<file path="config.mk">
export PLATFORM = sky130hd
export DESIGN_NAME = byte_stuffing_frame_receiver
export DESIGN_NICKNAME = d
export VERILOG_FILES = /design/src/rtl/core/bsfr_pkg.sv /design/src/rtl/core/byte_stuffing_frame_receiver.sv /design/src/rtl/core/bsfr_front.sv /design/src/rtl/core/bsfr_back.sv /design/src/rtl/core/bsfr_res_q.sv
export SDC_FILE = /design/constraint.sdc
export NUM_CORES = 1
export LEC_CHECK = 0
export BUFFER_PORTS_ARGS = -buffer_cell sky130_fd_sc_hd__buf_4
export CAP_MARGIN = 0
export CELL_PAD_IN_SITES_DETAIL_PLACEMENT = 0
export CELL_PAD_IN_SITES_GLOBAL_PLACEMENT = 1
export CORE_UTILIZATION = 24
export CTS_BUF_LIST = sky130_fd_sc_hd__clkbuf_4 sky130_fd_sc_hd__clkbuf_8 sky130_fd_sc_hd__clkbuf_16
export CTS_CLUSTER_SIZE = 24
export DETAILED_ROUTE_END_ITERATION = 10
export GPL_TIMING_DRIVEN = 0
export PLACE_DENSITY_LB_ADDON = 0.1
export SLEW_MARGIN = 20
export SYNTH_ARGS = -nofsm -noshare
export SYNTH_HDL_FRONTEND = slang
export SYNTH_SLANG_ARGS = --single-unit
</file>
<file path="constraint.sdc">
create_clock -name clk_i -period 9.26 [get_ports clk_i]
set_clock_uncertainty 0.1 [all_clocks]
set_input_delay 0.463 -clock clk_i [delete_from_list [all_inputs] [get_ports clk_i]]
set_output_delay 0.463 -clock clk_i [all_outputs]
set_load 0.005 [all_outputs]
</file>
<file path="src/rtl/core/bsfr_pkg.sv">
// Package for the byte-stuffed frame receiver: queue sizes, codes and the
// item, result and configuration types. No dependencies.
package bsfr_pkg;

  localparam int unsigned FQ_DEPTH = 2;  // front queue entries
  localparam int unsigned RQ_DEPTH = 2;  // result queue entries

  localparam int unsigned CFG_IDX_W = 3;
  localparam int unsigned CFG_DATA_W = 32;

  localparam logic [31:0] TIMEOUT_RST = 32'd1000;
  localparam logic [15:0] MAX_PAYLOAD_RST = 16'd256;
  localparam logic [7:0] START_CODE_RST = 8'd1;
  localparam logic [7:0] END_CODE_RST = 8'd4;
  localparam logic [7:0] ESCAPE_CODE_RST = 8'd27;

  typedef enum logic [CFG_IDX_W-1:0] {
    CFG_TIMEOUT_MS  = 3'd0,
    CFG_MAX_PAYLOAD = 3'd1,
    CFG_START_CODE  = 3'd2,
    CFG_END_CODE    = 3'd3,
    CFG_ESCAPE_CODE = 3'd4
  } cfg_idx_e;

  typedef enum logic [1:0] {
    PH_IDLE  = 2'd0,
    PH_FRAME = 2'd1,
    PH_ESC   = 2'd2
  } rx_phase_e;

  typedef enum logic [1:0] {
    KIND_DATA = 2'd0,
    KIND_DONE = 2'd1,
    KIND_ERR  = 2'd2
  } kind_e;

  typedef enum logic [1:0] {
    ERR_START   = 2'd0,
    ERR_OVER    = 2'd1,
    ERR_BADESC  = 2'd2,
    ERR_TIMEOUT = 2'd3
  } err_code_e;

  typedef struct packed {
    logic [31:0] timeout_ms;
    logic [15:0] max_payload;
    logic [7:0]  start_code;
    logic [7:0]  end_code;
    logic [7:0]  escape_code;
  } cfg_t;

  // Classified input item as held in the front queue.
  typedef struct packed {
    logic       tick;
    logic       is_start;
    logic       is_end;
    logic       is_esc;
    logic [7:0] byte_value;
  } item_t;

  typedef struct packed {
    logic [1:0]  kind;
    logic [7:0]  data_byte;
    logic [1:0]  fault_code;
    logic [15:0] frame_length;
    logic [31:0] error_total;
  } result_t;

endpackage

</file>
<file path="src/rtl/core/byte_stuffing_frame_receiver.sv">
// Byte-stuffed frame receiver: an accepted request is held in the front queue,
// then the state update writes its result to the result queue, which drives the ports.
// Throughput one request per cycle; a tick or byte is taken every cycle while
// results are popped, since the state step is one counter add and compare.
// Reset is asynchronous, active low: queues empty, idle phase, counters zero,
// registers at their defaults. No clearing pass.
module byte_stuffing_frame_receiver
  import bsfr_pkg::*;
(
  input  logic                  clk_i,
  input  logic                  rst_ni,
  // configuration write channel
  input  logic                  cfg_valid_i,
  output logic                  cfg_ready_o,
  input  logic [CFG_IDX_W-1:0]  cfg_index_i,
  input  logic [CFG_DATA_W-1:0] cfg_data_i,
  // input queue side
  input  logic                  push,
  output logic                  full,
  input  logic                  command_i,
  input  logic [7:0]            byte_value_i,
  // result queue side
  output logic                  empty,
  input  logic                  pop,
  output logic [1:0]            kind_o,
  output logic [7:0]            data_byte_o,
  output logic [1:0]            fault_code_o,
  output logic [15:0]           frame_length_o,
  output logic [31:0]           error_total_o
);

  cfg_t    cfg_q;
  item_t   item;
  logic    item_valid, item_pop;
  logic    res_push, res_full;
  result_t res_new, res_head;

  // Registers take a write in any cycle; software must write only while idle,
  // not enforced here, else queued items stay classified against a stale code.
  assign cfg_ready_o = 1'b1;

  always_ff @(posedge clk_i or negedge rst_ni) begin
    if (!rst_ni) begin
      cfg_q.timeout_ms  <= TIMEOUT_RST;
      cfg_q.max_payload <= MAX_PAYLOAD_RST;
      cfg_q.start_code  <= START_CODE_RST;
      cfg_q.end_code    <= END_CODE_RST;
      cfg_q.escape_code <= ESCAPE_CODE_RST;
    end else if (cfg_valid_i && cfg_ready_o) begin
      case (cfg_index_i)
        CFG_TIMEOUT_MS:  cfg_q.timeout_ms  <= cfg_data_i;
        CFG_MAX_PAYLOAD: cfg_q.max_payload <= cfg_data_i[15:0];
        CFG_START_CODE:  cfg_q.start_code  <= cfg_data_i[7:0];
        CFG_END_CODE:    cfg_q.end_code    <= cfg_data_i[7:0];
        CFG_ESCAPE_CODE: cfg_q.escape_code <= cfg_data_i[7:0];
        default: ;  // drop writes to unmapped indexes
      endcase
    end
  end

  // Front: classify each byte against the codes and hold it in a short queue.
  bsfr_front u_front (
    .clk_i        (clk_i),
    .rst_ni       (rst_ni),
    .cfg_i        (cfg_q),
    .push_i       (push),
    .full_o       (full),
    .command_i    (command_i),
    .byte_value_i (byte_value_i),
    .item_valid_o (item_valid),
    .item_o       (item),
    .item_pop_i   (item_pop)
  );

  // Back: advance the receive phase and counters, one request per cycle
  // whenever the result queue has room.
  bsfr_back u_back (
    .clk_i        (clk_i),
    .rst_ni       (rst_ni),
    .cfg_i        (cfg_q),
    .item_valid_i (item_valid),
    .item_i       (item),
    .item_pop_o   (item_pop),
    .res_full_i   (res_full),
    .res_push_o   (res_push),
    .res_o        (res_new)
  );

  // Result queue: hold finished results until the consumer pops them.
  bsfr_res_q u_res_q (
    .clk_i   (clk_i),
    .rst_ni  (rst_ni),
    .push_i  (res_push),
    .res_i   (res_new),
    .full_o  (res_full),
    .empty_o (empty),
    .pop_i   (pop),
    .res_o   (res_head)
  );

  assign kind_o         = res_head.kind;
  assign data_byte_o    = res_head.data_byte;
  assign fault_code_o   = res_head.fault_code;
  assign frame_length_o = res_head.frame_length;
  assign error_total_o  = res_head.error_total;

endmodule

</file>
<file path="src/rtl/core/bsfr_front.sv">
// Front part: accepts received bytes and ticks, classifies bytes against
// the control codes and holds them in a short queue. Uses bsfr_pkg.
module bsfr_front (
  input  logic           clk_i,
  input  logic           rst_ni,
  input  bsfr_pkg::cfg_t cfg_i,
  input  logic           push_i,
  output logic           full_o,
  input  logic           command_i,
  input  logic [7:0]     byte_value_i,
  output logic           item_valid_o,
  output bsfr_pkg::item_t item_o,
  input  logic           item_pop_i
);
  import bsfr_pkg::*;

  localparam int unsigned PTR_W = (FQ_DEPTH > 1) ? $clog2(FQ_DEPTH) : 1;
  localparam int unsigned CNT_W = $clog2(FQ_DEPTH + 1);

  item_t             mem_q [FQ_DEPTH];
  logic [PTR_W-1:0]  wr_ptr_q, wr_ptr_d, rd_ptr_q, rd_ptr_d;
  logic [CNT_W-1:0]  count_q, count_d;
  item_t             item_in;
  logic              do_push, do_pop;

  always_comb begin
    item_in.tick       = command_i;
    item_in.is_start   = (byte_value_i == cfg_i.start_code);
    item_in.is_end     = (byte_value_i == cfg_i.end_code);
    item_in.is_esc     = (byte_value_i == cfg_i.escape_code);
    item_in.byte_value = byte_value_i;
  end

  assign full_o       = (count_q == CNT_W'(FQ_DEPTH));
  assign item_valid_o = (count_q != '0);
  assign item_o       = mem_q[rd_ptr_q];
  assign do_push      = push_i && !full_o;
  assign do_pop       = item_pop_i && item_valid_o;

  always_comb begin
    wr_ptr_d = wr_ptr_q;
    rd_ptr_d = rd_ptr_q;
    count_d  = count_q;
    if (do_push) begin
      wr_ptr_d = (wr_ptr_q == PTR_W'(FQ_DEPTH - 1)) ? '0 : wr_ptr_q + 1'b1;
    end
    if (do_pop) begin
      rd_ptr_d = (rd_ptr_q == PTR_W'(FQ_DEPTH - 1)) ? '0 : rd_ptr_q + 1'b1;
    end
    if (do_push && !do_pop) begin
      count_d = count_q + 1'b1;
    end else if (!do_push && do_pop) begin
      count_d = count_q - 1'b1;
    end
  end

  always_ff @(posedge clk_i or negedge rst_ni) begin
    if (!rst_ni) begin
      wr_ptr_q <= '0;
      rd_ptr_q <= '0;
      count_q  <= '0;
    end else begin
      wr_ptr_q <= wr_ptr_d;
      rd_ptr_q <= rd_ptr_d;
      count_q  <= count_d;
    end
  end

  always_ff @(posedge clk_i) begin
    if (do_push) begin
      mem_q[wr_ptr_q] <= item_in;
    end
  end

endmodule

</file>
<file path="src/rtl/core/bsfr_back.sv">
// Back part: runs the receive state machine, the payload, elapsed and error
// counters, and produces one result per item at most. Uses bsfr_pkg.
module bsfr_back (
  input  logic              clk_i,
  input  logic              rst_ni,
  input  bsfr_pkg::cfg_t    cfg_i,
  input  logic              item_valid_i,
  input  bsfr_pkg::item_t   item_i,
  output logic              item_pop_o,
  input  logic              res_full_i,
  output logic              res_push_o,
  output bsfr_pkg::result_t res_o
);
  import bsfr_pkg::*;

  rx_phase_e   phase_q, phase_d;
  logic [15:0] pcount_q, pcount_d;
  logic [31:0] elapsed_q, elapsed_d;
  logic [31:0] err_cnt_q, err_cnt_d;

  logic        go, in_frame, is_ctrl, overflow, timeout_hit;
  logic [31:0] elapsed_inc;

  assign go          = item_valid_i && !res_full_i;
  assign item_pop_o  = go;
  assign in_frame    = (phase_q == PH_FRAME) || (phase_q == PH_ESC);
  assign is_ctrl     = item_i.is_start || item_i.is_end || item_i.is_esc;
  assign overflow    = (pcount_q >= cfg_i.max_payload);
  // saturate the tick count at its maximum
  assign elapsed_inc = (&elapsed_q) ? elapsed_q : elapsed_q + 32'd1;
  assign timeout_hit = (elapsed_inc > cfg_i.timeout_ms);

  // next phase
  always_comb begin
    phase_d = phase_q;
    if (go) begin
      if (item_i.tick) begin
        if (in_frame && timeout_hit) begin
          phase_d = PH_IDLE;
        end
      end else begin
        case (phase_q)
          PH_FRAME: begin
            if (item_i.is_start || item_i.is_end) begin
              phase_d = PH_IDLE;
            end else if (item_i.is_esc) begin
              phase_d = PH_ESC;
            end
          end
          PH_ESC: begin
            if (is_ctrl) begin
              phase_d = PH_FRAME;
            end
          end
          default: begin
            phase_d = item_i.is_start ? PH_FRAME : PH_IDLE;
          end
        endcase
      end
    end
  end

  // results and counters
  always_comb begin
    logic take_payload;
    logic raise;
    logic [1:0] ecode;
    take_payload       = 1'b0;
    raise              = 1'b0;
    ecode              = ERR_START;
    res_push_o         = 1'b0;
    res_o.kind         = KIND_DATA;
    res_o.data_byte    = '0;
    res_o.fault_code   = ERR_START;
    res_o.frame_length = '0;
    res_o.error_total  = err_cnt_q;
    pcount_d           = pcount_q;
    elapsed_d          = elapsed_q;
    err_cnt_d          = err_cnt_q;
    if (go) begin
      if (item_i.tick) begin
        if (in_frame) begin
          elapsed_d = elapsed_inc;
          if (timeout_hit) begin
            raise = 1'b1;
            ecode = ERR_TIMEOUT;
          end
        end
      end else begin
        case (phase_q)
          PH_FRAME: begin
            if (item_i.is_start) begin
              raise = 1'b1;
              ecode = ERR_START;
            end else if (item_i.is_end) begin
              res_push_o         = 1'b1;
              res_o.kind         = KIND_DONE;
              res_o.frame_length = pcount_q;
              pcount_d           = '0;
            end else if (!item_i.is_esc) begin
              take_payload = 1'b1;
            end
          end
          PH_ESC: begin
            if (is_ctrl) begin
              take_payload = 1'b1;
            end else begin
              raise = 1'b1;
              ecode = ERR_BADESC;
            end
          end
          default: begin
            if (item_i.is_start) begin
              elapsed_d = '0;
              pcount_d  = '0;
            end
          end
        endcase
      end
      // a payload byte past the limit is dropped as an overflow
      if (take_payload) begin
        if (overflow) begin
          raise = 1'b1;
          ecode = ERR_OVER;
        end else begin
          res_push_o      = 1'b1;
          res_o.kind      = KIND_DATA;
          res_o.data_byte = item_i.byte_value;
          pcount_d        = pcount_q + 16'd1;
        end
      end
      if (raise) begin
        res_push_o        = 1'b1;
        res_o.kind        = KIND_ERR;
        res_o.fault_code  = ecode;
        res_o.error_total = err_cnt_q + 32'd1;
        err_cnt_d         = err_cnt_q + 32'd1;
        pcount_d          = '0;
      end
    end
  end

  always_ff @(posedge clk_i or negedge rst_ni) begin
    if (!rst_ni) begin
      phase_q   <= PH_IDLE;
      pcount_q  <= '0;
      elapsed_q <= '0;
      err_cnt_q <= '0;
    end else begin
      phase_q   <= phase_d;
      pcount_q  <= pcount_d;
      elapsed_q <= elapsed_d;
      err_cnt_q <= err_cnt_d;
    end
  end

  a_err_cnt_only_on_error: assert property (@(posedge clk_i) disable iff (!rst_ni)
    (err_cnt_d != err_cnt_q) |-> (res_push_o && res_o.kind == KIND_ERR))
    else $error("error counter moved without an error result");

  a_done_goes_idle: assert property (@(posedge clk_i) disable iff (!rst_ni)
    (res_push_o && res_o.kind == KIND_DONE) |=> (phase_q == PH_IDLE && pcount_q == '0))
    else $error("frame end did not return to idle");

  a_push_needs_item: assert property (@(posedge clk_i) disable iff (!rst_ni)
    res_push_o |-> (item_valid_i && !res_full_i))
    else $error("result pushed without a consumed item");

  a_timeout_goes_idle: assert property (@(posedge clk_i) disable iff (!rst_ni)
    (res_push_o && res_o.kind == KIND_ERR && res_o.fault_code == ERR_TIMEOUT)
    |=> (phase_q == PH_IDLE))
    else $error("timeout did not return to idle");

endmodule

</file>
<file path="src/rtl/core/bsfr_res_q.sv">
// Result queue between the back part and the consumer; the head entry drives
// the result ports. Uses bsfr_pkg.
module bsfr_res_q (
  input  logic              clk_i,
  input  logic              rst_ni,
  input  logic              push_i,
  input  bsfr_pkg::result_t res_i,
  output logic              full_o,
  output logic              empty_o,
  input  logic              pop_i,
  output bsfr_pkg::result_t res_o
);
  import bsfr_pkg::*;

  localparam int unsigned PTR_W = (RQ_DEPTH > 1) ? $clog2(RQ_DEPTH) : 1;
  localparam int unsigned CNT_W = $clog2(RQ_DEPTH + 1);

  result_t           mem_q [RQ_DEPTH];
  logic [PTR_W-1:0]  wr_ptr_q, wr_ptr_d, rd_ptr_q, rd_ptr_d;
  logic [CNT_W-1:0]  count_q, count_d;
  logic              do_push, do_pop;

  assign full_o  = (count_q == CNT_W'(RQ_DEPTH));
  assign empty_o = (count_q == '0);
  assign res_o   = mem_q[rd_ptr_q];
  assign do_push = push_i && !full_o;
  assign do_pop  = pop_i && !empty_o;

  always_comb begin
    wr_ptr_d = wr_ptr_q;
    rd_ptr_d = rd_ptr_q;
    count_d  = count_q;
    if (do_push) begin
      wr_ptr_d = (wr_ptr_q == PTR_W'(RQ_DEPTH - 1)) ? '0 : wr_ptr_q + 1'b1;
    end
    if (do_pop) begin
      rd_ptr_d = (rd_ptr_q == PTR_W'(RQ_DEPTH - 1)) ? '0 : rd_ptr_q + 1'b1;
    end
    if (do_push && !do_pop) begin
      count_d = count_q + 1'b1;
    end else if (!do_push && do_pop) begin
      count_d = count_q - 1'b1;
    end
  end

  always_ff @(posedge clk_i or negedge rst_ni) begin
    if (!rst_ni) begin
      wr_ptr_q <= '0;
      rd_ptr_q <= '0;
      count_q  <= '0;
    end else begin
      wr_ptr_q <= wr_ptr_d;
      rd_ptr_q <= rd_ptr_d;
      count_q  <= count_d;
    end
  end

  always_ff @(posedge clk_i) begin
    if (do_push) begin
      mem_q[wr_ptr_q] <= res_i;
    end
  end

  a_push_shows_result: assert property (@(posedge clk_i) disable iff (!rst_ni)
    (push_i && !full_o) |=> !empty_o)
    else $error("pushed result not visible");

endmodule
</file>
==> results of run 1 <==
-- worst max-delay path, cell delays in order (launching register included) --
cell and delay (ps):
dfrtp_1 440, ha_1 220, and3_1 230, nand4_1 260, nor2_1 630, clkbuf_1 500
nand3_1 210, xnor2_1 170, ha_1 300, nand4_1 100, nor4_1 550, nand2_1 130
o31ai_2 450, a211oi_2 240, buf_4 260, a31oi_1 410, nor2b_4 540, buf_16 210
buf_16 170, buf_16 180
-- cell families after synthesis --
| logic type | synth area share [%] |
|---|---|
| muxes | 7.44 |
| AOI/OAI and AO/OA | 11.8 |
| xor gates and xnor gates | 5.55 |
| and+or+nand+nor | 11.4 |
| adders and majority gates | 4.54 |
| other | 0.0247 |
| buffers and inverters | 3.84 |
| DFF | 55.4 |
-- path summary, 6_finish.rpt --
path	startpoint	end
max in group asynchronous	rst_ni	u_back.err_cnt_q[10]
hold reg to reg	u_back.err_cnt_q[31]	u_back.err_cnt_q[31]
min in group asynchronous	rst_ni	cfg_q[13]
setup reg to reg	u_back.elapsed_q[0]	u_res_q.mem_q[0][11]
setup / recovery	u_back.elapsed_q[0]	u_res_q.mem_q[0][11]
hold / removal	cfg_data_i[24]	cfg_q[64]
-- where the power goes --
group / switching (mW) / internal [mW]
Sequential: 0.0708 / 1.60
Combinational: 0.595 / 0.429
Clock: 0.606 / 0.905
-- area by class of cell --
type                       count  area, um^2
timing repair buffer         128        1110
clock inverter                18         151
multi-input combinational    854        6210
fill                        6339       43400
buffer                        62         278
clock buffer                  54        1120
inverter                      81         304
sequential                   306        8390
tap                          837        1050
-- Yosys cell counts (3+ instances only) --
cell type    n
and2_1       4
nor4_1      18
buf_1        3
a211oi_1    21
mux2i_1      9
buf_4        4
inv_1       80
mux2_2      91
nand3_1     38
nand4_1     24
buf_2        9
o21a_1       7
ha_1        55
a2111oi_2   16
o2111ai_1    3
dfrtp_1    149
and3_1      17
o22ai_1      5
nor3_1      33
a21oi_1     34
o21ai_1      5
or4_1        6
edfxtp_1   144
nor2_1      44
nor2b_1      4
dfstp_2     13
xor2_1      37
a22o_1       3
clkbuf_1    43
or3_1        4
and4_1       6
nand2b_1     5
nand2_1    121
o311ai_0     7
a211o_1      3
o21ai_0     83
o31ai_1     10
a31oi_1     31
xnor2_1     59
a21o_1       3
-- layer usage --
layer  routed length, um  share of wire (%)  up-vias  global-route usage, %
met5                   0                  0        -                      0
met4                 759                1.7        0                   3.43
met3                1390                3.2       54                   2.35
met2               20500                 47      128                   22.5
met1               21000                 48     5193                   19.0
li1                    -                  -     5118                      -
-- cell usage in the layout (no fill, tap or decap), drive strengths merged, types with 4 or more instances in the layout --
| cell | count |
|---|---|
| dfrtp | 149 |
| edfxtp | 144 |
| buf | 135 |
| nand2 | 121 |
| clkbuf | 98 |
| mux2 | 91 |
| o21ai | 90 |
| inv | 84 |
| xnor2 | 59 |
| ha | 55 |
| nor2 | 47 |
| nand3 | 40 |
| xor2 | 37 |
| a21oi | 34 |
| nor3 | 34 |
| a31oi | 31 |
| nand4 | 25 |
| a211oi | 22 |
| and3 | 18 |
| nor4 | 18 |
| a2111oi | 17 |
| dfstp | 13 |
| clkinv | 12 |
| dlygate4sd3 | 11 |
| o31ai | 11 |
| mux2i | 10 |
| o21a | 8 |
| o311ai | 7 |
| or4 | 6 |
| and4 | 6 |
| nand2b | 5 |
| o22ai | 5 |
| or3 | 4 |
| and2 | 4 |
| nor2b | 4 |
-- sequential cells by signal (all words and copies together) (netlist names) --
| name | count |
|---|---|
| u_front.count_q | 2 |
| u_res_q.mem_q | 120 |
| u_back.pcount_q | 16 |
| u_res_q.rd_ptr_q | 1 |
| u_front.wr_ptr_q | 1 |
| u_front.mem_q | 24 |
| cfg_q | 72 |
| u_res_q.count_q | 2 |
| u_back.elapsed_q | 32 |
| u_back.err_cnt_q | 32 |
| u_front.rd_ptr_q | 1 |
| u_back.phase_q | 2 |
| u_res_q.wr_ptr_q | 1 |
-- stage by stage --
step | total power [mW] | hold slack (ps) | util [%]
after detailed placement | 2.76 | 327 | 27.8
after floorplan | 2.30 | 67.4 | -
after CTS | 4.32 | 2.03 | 30.0
after global routing | 4.47 | 14.5 | 30.0
final | 4.21 | 25.1 | 30.0
after global placement | 2.74 | 365 | 27.5
==> reports/metrics.cfg, run 1 <==
[drt]
num_vias=10493
post-route-drc-count=0
routedWlPerCell_um=18.7
wl_mm=43.7
ant_nets=0
dr.pass1.iters=4
viasPerCell=4.48
drtIter0Drc=508

[layout]
layoutNonFillerInstCount=2340
drive_above_1_share_pct=23.1
design_area_um2=18600
layout.nets=1576
num_antenna_cells=0
syn2layout_area_growth_pct=22.8

[timing]
slew_headroom_pct=28.6
tightest_slew_ps=1070
final-setup-viol-count=0
tns_ps=0
finalCritPeriodShare_pct=71.9
layout_min_cycle_time_ps=6650
layout_setup_ws_ps=2610
report.final.hold_viol_count=0
slew_viol_final=0
max_freq_mhz=150
grt_setup_unrepaired=no

[yosys]
yosysUniqueCellTypes=82
synth_edf_count=144
synthesis.nets=1407
synthArstFlopShare_pct=52.9
synthCells=1303
ys_seq_elements=306
synth_top_flop_cell=dfrtp_1
synth_top_area_cell=edfxtp_1
avgSynthCellArea_um2=11.6
syn_area_um2=15200
yosysTopAreaCellShare_pct=28.5
yosys_warnings=0
synthTopCellsByArea=edfxtp_1 29%, dfrtp_1 25%, mux2_2 6.8%
yosysSeqAreaShare_pct=55.4

[cts]
tritoncts=built
post_cts_buffers=0
cts_num_sinks=306
clockBufferDepth=3
cts_max_level=2
cts_buffers=39
clkLatencyLatePin_ps=560
clk_pin_slew_ps=60
cts_root_buf=clkbuf_16
cts_resized=0
hold_buffers=11

[grt]
grt_first_pass_wirelength_mm=67.5
grt_antenna_before_repair=0
grt_overflow=0
grt_pass1_vias=10830
grt_max_degree=62
grt_usage_pct=13.9

[setup_path]
endpoint_kind=flop
critPathLaunchType=flop
cp.arrival_ps=6810
regToRegSetupSlack_ps=2610
path_class=reg -> reg
crit_required_ps=9420
r2r_cells=19
cp_max_fo=20

[power]
powerDensity_nw_per_um2=226
power_leakage_nw=7.07
peakVddDrop_uv=105

[die]
design.portCount=112
die_h_um=253
core_um2=62100
floorplan.initialDensity_pct=24.4
die-area_um2=64200
die_w_um=253
rows=91

[hold_path]
min_path_type=in -> reg
holdPathStages=3

[outcome]
status=completed

[place]
placed_area_um2=17200
port_buffers=110
finalWeightedCongestion=0.788
dp_hpwl_mm=31.3
post-place-ws_ps=2490
dp.cells=2257

[run]
drv_cap=0

Power figures use the tool's default switching activity.
==> run 2: changes to the inputs <==
- clock period: 9.26 -> 6.3 ns (I/O delays scaled with it)
==> reports/metrics.cfg, run 2 (synthesis results as in run 1) <==
[outcome]
status=completed

[place]
placed_area_um2=17200
port_buffers=110
dp_hpwl_mm=31.0
finalWeightedCongestion=0.788

[layout]
syn2layout_area_growth_pct=26.3
num_antenna_cells=0
layout.nets=1608
top_register=u_res_q.mem_q
layout_commonest_cell=dfrtp_1
final_cell_mix=149 x dfrtp_1, 144 x edfxtp_1, 121 x nand2_1, 115 x buf_4, 91 x mux2_2
drive_above_1_share_pct=22.8
largest_reg_flops=120
reg_top3=u_res_q.mem_q x120, cfg_q x72
design_area_um2=19100

[timing]
whs_ps=38.0
grt_setup_unrepaired=no
max_freq_mhz=171
report.final.hold_viol_count=0
final-setup-viol-count=0
layout_min_cycle_time_ps=5860
slew_viol_final=0
tightest_slew_ps=948
finalCritPeriodShare_pct=93.1
slew_headroom_pct=36.8

[die]
die-area_um2=64200
design.portCount=112
rows=91
die_w_um=253
floorplan.initialDensity_pct=24.4
core_um2=62100
die_h_um=253

[drt]
ant_nets=0
drtIter0Drc=450
post-route-drc-count=0
routedWlPerCell_um=18.5
viasPerCell=4.49
num_vias=10638
wl_mm=43.9
dr.pass1.iters=4

[setup_path]
critPathLaunchType=flop
critical_path_buf_inv_count=5
max_stage_delay_ps=470
crit_chain=clkbuf_1, nand4_1, or4_1, buf_2, or4_1, buf_6, o21a_4, nand3_4, nor2_1, xor2_1, ha_1, nand4_1, nor4_2, nand2_1, o31ai_2, a211oi_4, buf_4, a31oi_2, and2_4, buf_16
cpLargestDelayFamily=simple AND/OR/NAND/NOR gates
cp.arrival_ps=5980
r2r_cells=20
cp_slowest_cell=o31ai_2
path_class=reg -> reg
path_depth=20
endpoint_kind=flop
crit_required_ps=6420
cp_max_fo=45

[power]
powerDensity_nw_per_um2=339
combPwrFrac_pct=23.4
p_int_mw=4.61
p_switching_mw=1.88
seqPwrFrac_pct=37.9
swShare_pct=29.0
power_leakage_nw=7.29
p_clk_share_pct=38.7
power_mw=6.50
peakVddDrop_uv=149

[cts]
tritoncts=built
clk_pin_slew_ps=60
cts_buffers=38
clockBufferDepth=3
cts_root_buf=clkbuf_16
cts_num_sinks=306
clkLatencyLatePin_ps=550
cts_max_level=2

[grt]
grt_pass1_vias=10814
grt_overflow=0
grt_antenna_before_repair=0
grt_first_pass_wirelength_mm=67.4
grt_usage_pct=13.9
grt_max_degree=60

[hold_path]
holdPathStages=3
min_path_type=in -> reg

[run]
drv_cap=0

## run 2: changes by cell type in the layout (fill, tap and decap cells not counted), sizes merged
cell / change
inv: -3
buf: +2
clkinvlp: +1
bufinv: +8
clkbuf: -9
dlygate4sd3: +31
## run 2: through the flow
step,util [%],TNS [ps],instances,setup slack [ps]
global placement,27.5,-258210,2250,-2320
detailed placement,27.8,-3620,2257,-185
CTS,30.8,0,2370,70.0
global route,30.8,0,2370,3.55
floorplan,-,0,1303,90.4
finish,30.8,0,2370,435
## run 2: worst paths after layout
check	slack, ps	endpoint	start
max in group asynchronous	5200	u_back.err_cnt_q[15]	rst_ni
worst min-delay path	40	u_front.wr_ptr_q	push
worst max register to register	440	u_res_q.mem_q[1][17]	u_back.elapsed_q[9]
worst max-delay path	440	u_res_q.mem_q[1][17]	u_back.elapsed_q[9]
min in group asynchronous	180	cfg_q[13]	rst_ni
worst min register to register	370	u_back.err_cnt_q[31]	u_back.err_cnt_q[31]
## run 2: timing repair
action	in CTS	in global routing
setup buffers	2	0
hold buffers	42	0
hold endpoints to repair	139	0
setup endpoints to repair	96	79
gates resized for setup	2	3
## run 2: cell type report
cell class	count	area, um^2
Buffer	62	278
Clock buffer	45	1060
Clock inverter	24	384
Fill cell	6330	42900
Inverter	81	304
Multi-Input combinational cell	854	6250
Sequential cell	306	8390
Tap cell	837	1050
Timing Repair Buffer	161	1430
## run 2: tightest hold or removal path, cell delays in order
cell and delay, ps:
buf_4 120, nand2_1 120, xnor2_1 80
## run 2: power by group through the flow
stage | Clock, mW | Combinational, mW | Sequential (mW)
3_3_place_gp | 0 | 1.52 | 2.50
4_1_cts | 2.60 | 1.58 | 2.46
6_report | 2.51 | 1.52 | 2.46
2_1_floorplan | 0 | 0.904 | 2.48
3_5_place_dp | 0 | 1.55 | 2.50
5_1_grt | 2.67 | 1.72 | 2.49
## run 2: routing by layer
metal | GRT usage (%) | part of all wire (%) | vias to the layer above
li1 | - | - | 5209
met1 | 18.8 | 47 | 5244
met2 | 22.9 | 48 | 140
met3 | 2.38 | 3.4 | 45
met4 | 3.12 | 1.5 | 0
met5 | 0 | 0 | -
